===== src/rtl/rdd_pkg.sv =====
`default_nettype none
package rdd_pkg;

  localparam int DEPTH_DEF       = 64;
  localparam int VALUE_WIDTH_DEF = 16;
  localparam int VALUE_BITS      = 16;
  localparam int CMD_BITS        = 2;
  localparam int RES_QUEUE_DEPTH = 4;

  typedef enum logic [CMD_BITS-1:0] {
    CMD_LOAD    = 2'd0,
    CMD_REVERSE = 2'd1,
    CMD_DISCARD = 2'd2,
    CMD_DRAIN   = 2'd3
  } cmd_t;

  typedef enum logic {
    ST_IDLE  = 1'b0,
    ST_DRAIN = 1'b1
  } state_t;

  typedef struct packed {
    logic                  empty_res;
    logic                  error;
    logic                  last;
    logic [VALUE_BITS-1:0] value;
  } result_t;

endpackage
`default_nettype wire


===== src/rtl/rdd_ram.sv =====
`default_nettype none
module rdd_ram
  import rdd_pkg::*;
#(
  parameter int DEPTH = DEPTH_DEF,
  parameter int WIDTH = VALUE_WIDTH_DEF,
  localparam int AW   = (DEPTH > 1) ? $clog2(DEPTH) : 1
) (
  input  wire logic             clk,
  input  wire logic             wr_en,
  input  wire logic [AW-1:0]    wr_addr,
  input  wire logic [WIDTH-1:0] wr_data,
  input  wire logic             rd_en,
  input  wire logic [AW-1:0]    rd_addr,
  output logic      [WIDTH-1:0] rd_data
);

  logic [WIDTH-1:0] mem [DEPTH];

  always_ff @(posedge clk) begin
    if (wr_en) begin
      mem[wr_addr] <= wr_data;
    end
  end

  always_ff @(posedge clk) begin
    if (rd_en) begin
      rd_data <= mem[rd_addr];
    end
  end

endmodule
`default_nettype wire


===== src/rtl/reversible_deque_discard_unit.sv =====
`default_nettype none
// Reversible deque with discard.
// The input channel carries one command per beat: in_tuser holds the command
// (load, reverse, discard, drain) and in_tdata holds the value for a load.
// Load, reverse and discard produce no result beat.
// A drain reads the stored elements out of the element RAM in the current
// direction, one per cycle while the result queue has room, and sends them
// on the output channel with out_tlast on the final beat; out_tuser flags an
// error drain or an empty drain, each of which produces a single beat. The
// first drained beat passes the drain state, the registered RAM read and the
// result queue before it appears. The input channel is held off while the
// RAM reads are issued and while the last read returns.
// Results pass through a four-entry result queue, so commands keep being
// accepted while results wait. When the receiver stalls, the queue fills and
// RAM reads pause, then input is held off until space frees up.
// A synchronous reset clears pointers, count, direction, error and the
// queue; RAM contents are not cleared and no clearing pass is needed.
module reversible_deque_discard_unit
  import rdd_pkg::*;
#(
  parameter int DEPTH       = DEPTH_DEF,
  parameter int VALUE_WIDTH = VALUE_WIDTH_DEF
) (
  input  wire logic        clk,
  input  wire logic        rst_n,
  input  wire logic        in_tvalid,
  output logic             in_tready,
  input  wire logic [15:0] in_tdata,   // [15:0] value
  input  wire logic [1:0]  in_tuser,   // [1:0] cmd
  output logic             out_tvalid,
  input  wire logic        out_tready,
  output logic      [15:0] out_tdata,  // [15:0] value_res
  output logic             out_tlast,  // last
  output logic      [1:0]  out_tuser   // [0] error, [1] empty_res
);

  localparam int PW = (DEPTH > 1) ? $clog2(DEPTH) : 1;
  localparam int CW = $clog2(DEPTH + 1);
  localparam int QW = $clog2(RES_QUEUE_DEPTH);
  localparam int QC = $clog2(RES_QUEUE_DEPTH + 1);

  function automatic logic [PW-1:0] wrap_add(input logic [PW-1:0] a, input logic [PW-1:0] b);
    logic [PW:0] sum;
    sum = {1'b0, a} + {1'b0, b};
    if (sum >= (PW+1)'(DEPTH)) begin
      sum = sum - (PW+1)'(DEPTH);
    end
    return sum[PW-1:0];
  endfunction

  state_t           state_r, state_nxt;
  logic [PW-1:0]    head_r, head_nxt;
  logic [CW-1:0]    cnt_r, cnt_nxt;
  logic             rev_r, rev_nxt;
  logic             err_r, err_nxt;
  logic [PW-1:0]    dr_ptr_r, dr_ptr_nxt;
  logic [CW-1:0]    dr_rem_r, dr_rem_nxt;
  logic             dr_rev_r, dr_rev_nxt;
  logic             pend_r, pend_nxt;
  logic             pend_last_r, pend_last_nxt;

  result_t          q_mem_r [RES_QUEUE_DEPTH];
  logic [QW-1:0]    q_wr_r, q_rd_r;
  logic [QC-1:0]    q_cnt_r;

  logic             in_fire;
  cmd_t             cmd;
  logic             push;
  result_t          push_data;
  logic             pop;
  logic             wr_en;
  logic [PW-1:0]    wr_addr;
  logic [VALUE_WIDTH-1:0] wr_data;
  logic             rd_en;
  logic [VALUE_WIDTH-1:0] rd_data;

  assign cmd       = cmd_t'(in_tuser);
  assign in_tready = (state_r == ST_IDLE) && !pend_r && (q_cnt_r < QC'(RES_QUEUE_DEPTH));
  assign in_fire   = in_tvalid && in_tready;
  assign wr_data   = VALUE_WIDTH'(in_tdata);
  assign wr_addr   = wrap_add(head_r, cnt_r[PW-1:0]);

  always_comb begin
    state_nxt     = state_r;
    head_nxt      = head_r;
    cnt_nxt       = cnt_r;
    rev_nxt       = rev_r;
    err_nxt       = err_r;
    dr_ptr_nxt    = dr_ptr_r;
    dr_rem_nxt    = dr_rem_r;
    dr_rev_nxt    = dr_rev_r;
    pend_nxt      = 1'b0;
    pend_last_nxt = pend_last_r;
    wr_en         = 1'b0;
    rd_en         = 1'b0;
    push          = 1'b0;
    push_data     = '0;
    unique case (state_r)
      ST_IDLE: begin
        if (in_fire) begin
          if (cmd == CMD_DRAIN) begin
            if (err_r) begin
              push            = 1'b1;
              push_data.error = 1'b1;
              push_data.last  = 1'b1;
            end else if (cnt_r == '0) begin
              push                = 1'b1;
              push_data.empty_res = 1'b1;
              push_data.last      = 1'b1;
            end else begin
              state_nxt  = ST_DRAIN;
              dr_ptr_nxt = rev_r ? wrap_add(head_r, PW'(cnt_r - CW'(1))) : head_r;
              dr_rem_nxt = cnt_r;
              dr_rev_nxt = rev_r;
            end
            head_nxt = '0;
            cnt_nxt  = '0;
            rev_nxt  = 1'b0;
            err_nxt  = 1'b0;
          end else if (!err_r) begin
            case (cmd)
              CMD_LOAD: begin
                if (cnt_r < CW'(DEPTH)) begin
                  wr_en   = 1'b1;
                  cnt_nxt = cnt_r + CW'(1);
                end
              end
              CMD_REVERSE: begin
                rev_nxt = !rev_r;
              end
              default: begin
                if (cnt_r == '0) begin
                  err_nxt = 1'b1;
                end else begin
                  if (!rev_r) begin
                    head_nxt = wrap_add(head_r, PW'(1));
                  end
                  cnt_nxt = cnt_r - CW'(1);
                end
              end
            endcase
          end
        end
      end
      ST_DRAIN: begin
        if ((q_cnt_r + QC'(pend_r)) < QC'(RES_QUEUE_DEPTH)) begin
          rd_en         = 1'b1;
          pend_nxt      = 1'b1;
          pend_last_nxt = (dr_rem_r == CW'(1));
          dr_rem_nxt    = dr_rem_r - CW'(1);
          if (dr_rev_r) begin
            dr_ptr_nxt = (dr_ptr_r == '0) ? PW'(DEPTH - 1) : dr_ptr_r - PW'(1);
          end else begin
            dr_ptr_nxt = wrap_add(dr_ptr_r, PW'(1));
          end
          if (dr_rem_r == CW'(1)) begin
            state_nxt = ST_IDLE;
          end
        end
      end
      default: begin
        state_nxt = ST_IDLE;
      end
    endcase
    if (pend_r) begin
      push            = 1'b1;
      push_data       = '0;
      push_data.last  = pend_last_r;
      push_data.value = VALUE_BITS'(rd_data);
    end
  end

  always_ff @(posedge clk) begin
    if (!rst_n) begin
      state_r     <= ST_IDLE;
      head_r      <= '0;
      cnt_r       <= '0;
      rev_r       <= 1'b0;
      err_r       <= 1'b0;
      dr_rem_r    <= '0;
      dr_rev_r    <= 1'b0;
      pend_r      <= 1'b0;
      pend_last_r <= 1'b0;
    end else begin
      state_r     <= state_nxt;
      head_r      <= head_nxt;
      cnt_r       <= cnt_nxt;
      rev_r       <= rev_nxt;
      err_r       <= err_nxt;
      dr_rem_r    <= dr_rem_nxt;
      dr_rev_r    <= dr_rev_nxt;
      pend_r      <= pend_nxt;
      pend_last_r <= pend_last_nxt;
    end
  end

  always_ff @(posedge clk) begin
    dr_ptr_r <= dr_ptr_nxt;
  end

  rdd_ram #(
    .DEPTH (DEPTH),
    .WIDTH (VALUE_WIDTH)
  ) u_ram (
    .clk     (clk),
    .wr_en   (wr_en),
    .wr_addr (wr_addr),
    .wr_data (wr_data),
    .rd_en   (rd_en),
    .rd_addr (dr_ptr_r),
    .rd_data (rd_data)
  );

  assign out_tvalid = (q_cnt_r != '0);
  assign pop        = out_tvalid && out_tready;
  assign out_tdata  = q_mem_r[q_rd_r].value;
  assign out_tlast  = q_mem_r[q_rd_r].last;
  assign out_tuser  = {q_mem_r[q_rd_r].empty_res, q_mem_r[q_rd_r].error};

  always_ff @(posedge clk) begin
    if (push) begin
      q_mem_r[q_wr_r] <= push_data;
    end
  end

  always_ff @(posedge clk) begin
    if (!rst_n) begin
      q_wr_r  <= '0;
      q_rd_r  <= '0;
      q_cnt_r <= '0;
    end else begin
      if (push) begin
        q_wr_r <= q_wr_r + QW'(1);
      end
      if (pop) begin
        q_rd_r <= q_rd_r + QW'(1);
      end
      q_cnt_r <= q_cnt_r + QC'(push) - QC'(pop);
    end
  end

endmodule
`default_nettype wire


===== config.mk =====
export PLATFORM = sky130hd
export DESIGN_NAME = reversible_deque_discard_unit
export DESIGN_NICKNAME = d
export VERILOG_FILES = /design/src/rtl/rdd_pkg.sv /design/src/rtl/rdd_ram.sv /design/src/rtl/reversible_deque_discard_unit.sv
export SDC_FILE = /design/constraint.sdc
export NUM_CORES = 1
export LEC_CHECK = 0
export CAP_MARGIN = 20
export CORE_MARGIN = 1.5
export CORE_UTILIZATION = 40
export DETAILED_ROUTE_END_ITERATION = 6
export DONT_BUFFER_PORTS = 1
export SETUP_SLACK_MARGIN = 0.02
export SYNTH_ARGS = -nofsm -noshare
export SYNTH_HDL_FRONTEND = slang
export SYNTH_SLANG_ARGS = --single-unit

===== constraint.sdc =====
create_clock -name clk -period 4.3 [get_ports clk]
set_clock_uncertainty 0.2 [all_clocks]
set_input_delay 0 -clock clk [delete_from_list [all_inputs] [get_ports clk]]
set_output_delay 0 -clock clk [all_outputs]
set_load 0.05 [all_outputs]

### Word level (Yosys, flattened, before mapping)

Memory sizes are Yosys's and may differ from the RTL's. A register that Yosys moved wholly into a read port is not among the register bits.
Index checks and enable logic that the tools add are counted.

* bits in registers: 39
* bits in latches: 0
* RAM bits: 1100
* ROM bits: 0
* input port bits: 22
* output and inout port bits: 21
* memories kept: 2

* add/subtract/negate cells: 17
* $mul: 0
* div/mod/pow operators: 0
* magnitude comparators: 7
* eq/ne operators: 15
* shift operators: 0
* muxes and demuxes: 68
* bitwise operators: 3
* reductions and logical operators: 19

Memory list
* u_ram.mem: depth 64, bits a word 16, read ports 1, clocked after memory_dff 1, write ports 1, RTL line rdd_ram.sv:18 `logic [WIDTH-1:0] mem [DEPTH];`
* q_mem_r: depth 4, bits a word 19, read ports 1, clocked after memory_dff 1, write ports 1, RTL line reversible_deque_discard_unit.sv:62 `result_t q_mem_r [RES_QUEUE_DEPTH];`

Operator list (number)
* 2-to-1 mux 6 bit: 17
* 2-to-1 mux 7 bit: 9
* 2-to-1 mux 1 bit: 32
* subtractor 6 x 1 -> 6 bit (second input constant): 5
* greater-or-equal comparator 7 bit (second input constant): 4
* case mux 7 bit (2 select lines): 2
* 2-to-1 mux 19 bit: 1
* adder 6 x 1 -> 7 bit (second input constant): 2
* adder 6 x 6 -> 7 bit: 2
* subtractor 7 x 1 -> 7 bit (second input constant): 2
* case mux 6 bit (2 select lines): 1
* AND reduction 6 bit: 2
* inequality test 2 x 1 -> 1 bit (second input constant): 5
* inequality test 2 bit (second input constant): 5
* AND reduction 5 bit: 2
* 2-to-1 mux 3 bit: 3
* adder 7 x 1 -> 7 bit (second input constant): 1
* == test 7 x 1 -> 1 bit (second input constant): 1
* zero test 7 bit: 1
* less-than comparator 7 bit (second input constant): 1
* adder 3 x 1 -> 3 bit: 2
* zero test 6 bit: 1
* less-than comparator 3 bit (second input constant): 2
* adder 2 x 1 -> 2 bit (second input constant): 2
* 16 further kinds: 24

### Depth between registers and ports, before layout

* depth in word-level cells: 10
* gate-level depth with buffers: 12
* mapped depth without buffers: 12

### Modules after synthesis

From an unflattened synthesis, not the netlist that was laid out.

* cell total of the unflattened synthesis: 2323
* area, all modules: 46121.7 um^2

By module, submodules not included
* rdd_ram: times used 1, cells an instance 1828, area each 40179.8 um^2
* reversible_deque_discard_unit: times used 1, cells an instance 495, area each 5941.9 um^2

### Least setup slack after synthesis

OpenSTA, ideal clock, no wires.

* path kind: register -> register
* from: reg head_r[0]
* to: mem u_ram.mem[58][0] (netlist name) (enable)
* arrival time: 2.546 ns
* path slack: 1.165 ns
* cell stages (with the launch flop): 9
* buffers on the path: 0
* clock period less this slack: 3.135 ns
* path through: dfxtp_1 ha_1 fa_1 a21o_1 a21oi_1 xor2_1 nor2_1 nand2_1 nor2_1

* cells in the longest elaborated chain, start to end: 3
* elaborated cells between the ends (all ways): 4

RTL lines
* start: declaration: RTL line reversible_deque_discard_unit.sv:52 `logic [PW-1:0] head_r, head_nxt;`
* start signal: assignment: RTL line reversible_deque_discard_unit.sv:186 `head_r <= head_nxt;`
* adder 6 x 6 -> 7 bit *: RTL line reversible_deque_discard_unit.sv:44 `sum = {1'b0, a} + {1'b0, b};`
* subtractor 6 x 1 -> 6 bit / greater-or-equal comparator 7 bit (equally long branches): RTL line reversible_deque_discard_unit.sv:46, reversible_deque_discard_unit.sv:45
* 2-to-1 mux 6 bit *: RTL line reversible_deque_discard_unit.sv:45 `if (sum >= (PW+1)'(DEPTH)) begin`
* end: declaration: RTL line rdd_ram.sv:18

Mark *: on every way between the ends. The rest lies on a longest branch, timed or not.

==> results_dict.tcl <==
set metrics [dict create \
    drive_gt1_share_pct 22.3 \
    drt_iter0_drc 2678 \
    ctsResizeCount 0 \
    initial_core_util_pct 40.4 \
    syn_avg_cell_area_um2 20.3 \
    final_common_cell "edfxtp_1" \
    cts_tree "yes" \
    reg2reg_from "dr_ptr_r[0]" \
    die_width_um 340 \
    crit_required_ns 4.44 \
    track_usage_pct 19.2 \
    slowest_stage "mux4_2" \
    grt_overflow 0 \
    relSlewSlack_pct 22.5 \
    antenna_found_initial 2 \
    cp_common_cell "buf_12" \
    cts_sinks 1157 \
    grt_pass1_wl_um 161000 \
    start_kind "flip-flop" \
    synth_flop_cell "edfxtp_1" \
    fin_crit_sh_pct 86.5 \
    timing.setup.tns_ns 0 \
    wire_per_inst_um 27.9 \
    hold_class "in2reg" \
    die_h_um 340 \
    nets 2442 \
    drt_wl_total_um 111000 \
    grt_max_degree 77 \
    cts-root-buf "clkbuf_16" \
    drt_drc_violations_left 0 \
    pin_count 43 \
    critPathMaxStageDelay_ns 0.56 \
    synth_nets 2292 \
    fmax_ghz 0.269 \
    hold_path_end "u_ram.mem[8][10]" \
    numCtsBuffers 113 \
    coreArea_um2 113000 \
    leakage_nw 16.5 \
    clock_latency_ns 0.71 \
    max_cap_viol_count 0 \
    final.fill_count 9375 \
    yosysSeqAreaShare_pct 75.5 \
    synth_cell_types 68 \
    ys_seq_elements 1157 \
    criticalPathCategory "reg2reg" \
    cts.path.max_buffers 3 \
    maxSlewViolCount 0 \
    powerDensity_nw_per_um2 507 \
    final_cell_mix "edfxtp_1, mux4_2, nor2_1, clkbuf_16, buf_4" \
    critical_path_arrival_ns 3.86 \
    fin_crit_ns 3.72 \
    viasPerCell 5.74 \
    cts_setup_buffers 0 \
    ant_nets 0 \
    setup-violations-final 0 \
    rows 123 \
    worstMarginPinSlew_ns 1.15 \
    netlist_instances 2242 \
    status "completed" \
    netlist_area_um2 45500 \
    dieArea_um2 116000 \
    grt_pass1_vias 23100 \
    gp_congestion 0.860 \
    path_clk_slew_ns 0.06 \
    h-tree-depth 3 \
    post-dp-hpwl_um 66100 \
    async_reset_ff_share_pct 0 \
    crit_chain "buf_12, buf_12, buf_12, mux4_2, a22o_1, a221oi_1, o221ai_1" \
    hold_start "in_tdata[10]" \
    synth-edff-count 1122 \
    end_kind "flip-flop" \
    yosys_warnings 0 \
    first_pass_iters 5 \
    hold_viol_final 0 \
    rrSetupSlack_ns 0.58 \
    vias 22900 \
    rr_endpoint "u_ram.rd_data[7]" \
    hold_depth 2 \
    reg2regPathDepth 7 \
    numPortBuffers 0 \
    antennaDiodeCount 0 \
    rsz0062_at_grt "false" \
    area_growth_pct 14.6 \
    ir_drop_v 0.000361 \
    path_max_fanout 41 \
    fin_hold_ws_ns 0.0989 \
]
## where the power goes
part / internal, mW / switching, mW
sequential: 12.5 / 0.159
clock: 5.63 / 4.24
combinational: 1.47 / 2.42
## sequential cells by signal, summed over array words and instances, names as in the netlist, 2 cells and up, named ones only
signal	count
head_r	6
u_ram.mem	1024
q_mem_r	76
dr_rem_r	7
cnt_r	7
q_rd_r	2
dr_ptr_r	6
q_wr_r	2
q_cnt_r	3
u_ram.rd_data	16
## worst max-delay path by stage
stage          cells past startpoint   startpoint                to
3_3_place_gp                       7  dr_ptr_r[0]  u_ram.rd_data[8]
3_5_place_dp                       7  dr_ptr_r[0]  u_ram.rd_data[8]
4_1_cts                            7  dr_ptr_r[0]  u_ram.rd_data[8]
6_report                           7  dr_ptr_r[0]  u_ram.rd_data[7]
2_1_floorplan                      8    head_r[0]  u_ram.mem[58][0]
5_1_grt                            7  dr_ptr_r[0]  u_ram.rd_data[7]
## metrics by stage
| stage | cells | util, % | setup slack [ns] | power, mW | instance area (um2) |
|---|---|---|---|---|---|
| global placement | 3735 | 42.4 | 0.357 | 16.5 | 47800 |
| global route | 3990 | 46.4 | 0.341 | 27.3 | 52200 |
| detailed placement | 3735 | 42.4 | 0.403 | 16.6 | 47800 |
| finish | 3990 | 46.4 | 0.582 | 26.5 | 52200 |
| CTS | 3990 | 46.4 | 0.413 | 26.6 | 52200 |
| floorplan | 2242 | - | 1.17 | 15.5 | 45500 |
## what timing repair did
item	in CTS	in global routing
hold buffers	42	0
endpoints found under the hold margin	1147	0
endpoints found under the setup margin	0	0
## Yosys cell counts (26+ instances only)
cell type / n / share of area (%)
a211oi_1: 27 / 0.45
a21oi_1: 40 / 0.44
a22o_1: 38 / 0.73
a22oi_1: 36 / 0.59
buf_2: 47 / 0.52
clkbuf_1: 47 / 0.39
dfxtp_1: 35 / 1.5
edfxtp_1: 1122 / 74
mux2i_1: 52 / 1.1
mux4_2: 223 / 11
nand2_1: 60 / 0.49
nor2_1: 114 / 0.94
o21ai_0: 26 / 0.29
## layer usage
| metal | global-route usage, % | vias up | wire, um |
|---|---|---|---|
| li1 | - | 9648 | - |
| met1 | 27.7 | 12100 | 47400 |
| met2 | 29.7 | 958 | 52100 |
| met3 | 3.35 | 199 | 8570 |
| met4 | 5.94 | 0 | 3320 |
| met5 | 0 | - | 0 |
## logic make-up after synthesis
family                     after synthesis  synth area share, %
AOI/OAI and AO/OA                      281                 4.54
and+or+nand+nor                        286                 2.93
muxes                                  314                 13.9
DFF                                   1157                 75.5
xor gates and xnor gates                30                0.577
adders and majority gates               28                0.819
buffers and inverters                  146                 1.77
## area by class of cell
class | instances | area (um2) | share of cell area [%]
flip-flops and latches | 1157 | 34400 | 65.9
repair buffers | 161 | 1770 | 3.39
well taps | 1500 | 1880 | 3.59
inverters | 20 | 75.1 | 0.144
clock buffers | 134 | 2910 | 5.57
multi-input cells | 939 | 10400 | 19.9
clock inverters | 79 | 805 | 1.54
## worst max-delay path, delay by kind of cell, from the launching register on
family | cells | cell delay, ns
compound gates | 3 | 1.22
buf+inv | 3 | 0.92
flops | 1 | 0.40
mux | 1 | 0.56
No activity file was read; power rests on OpenSTA's default activity.
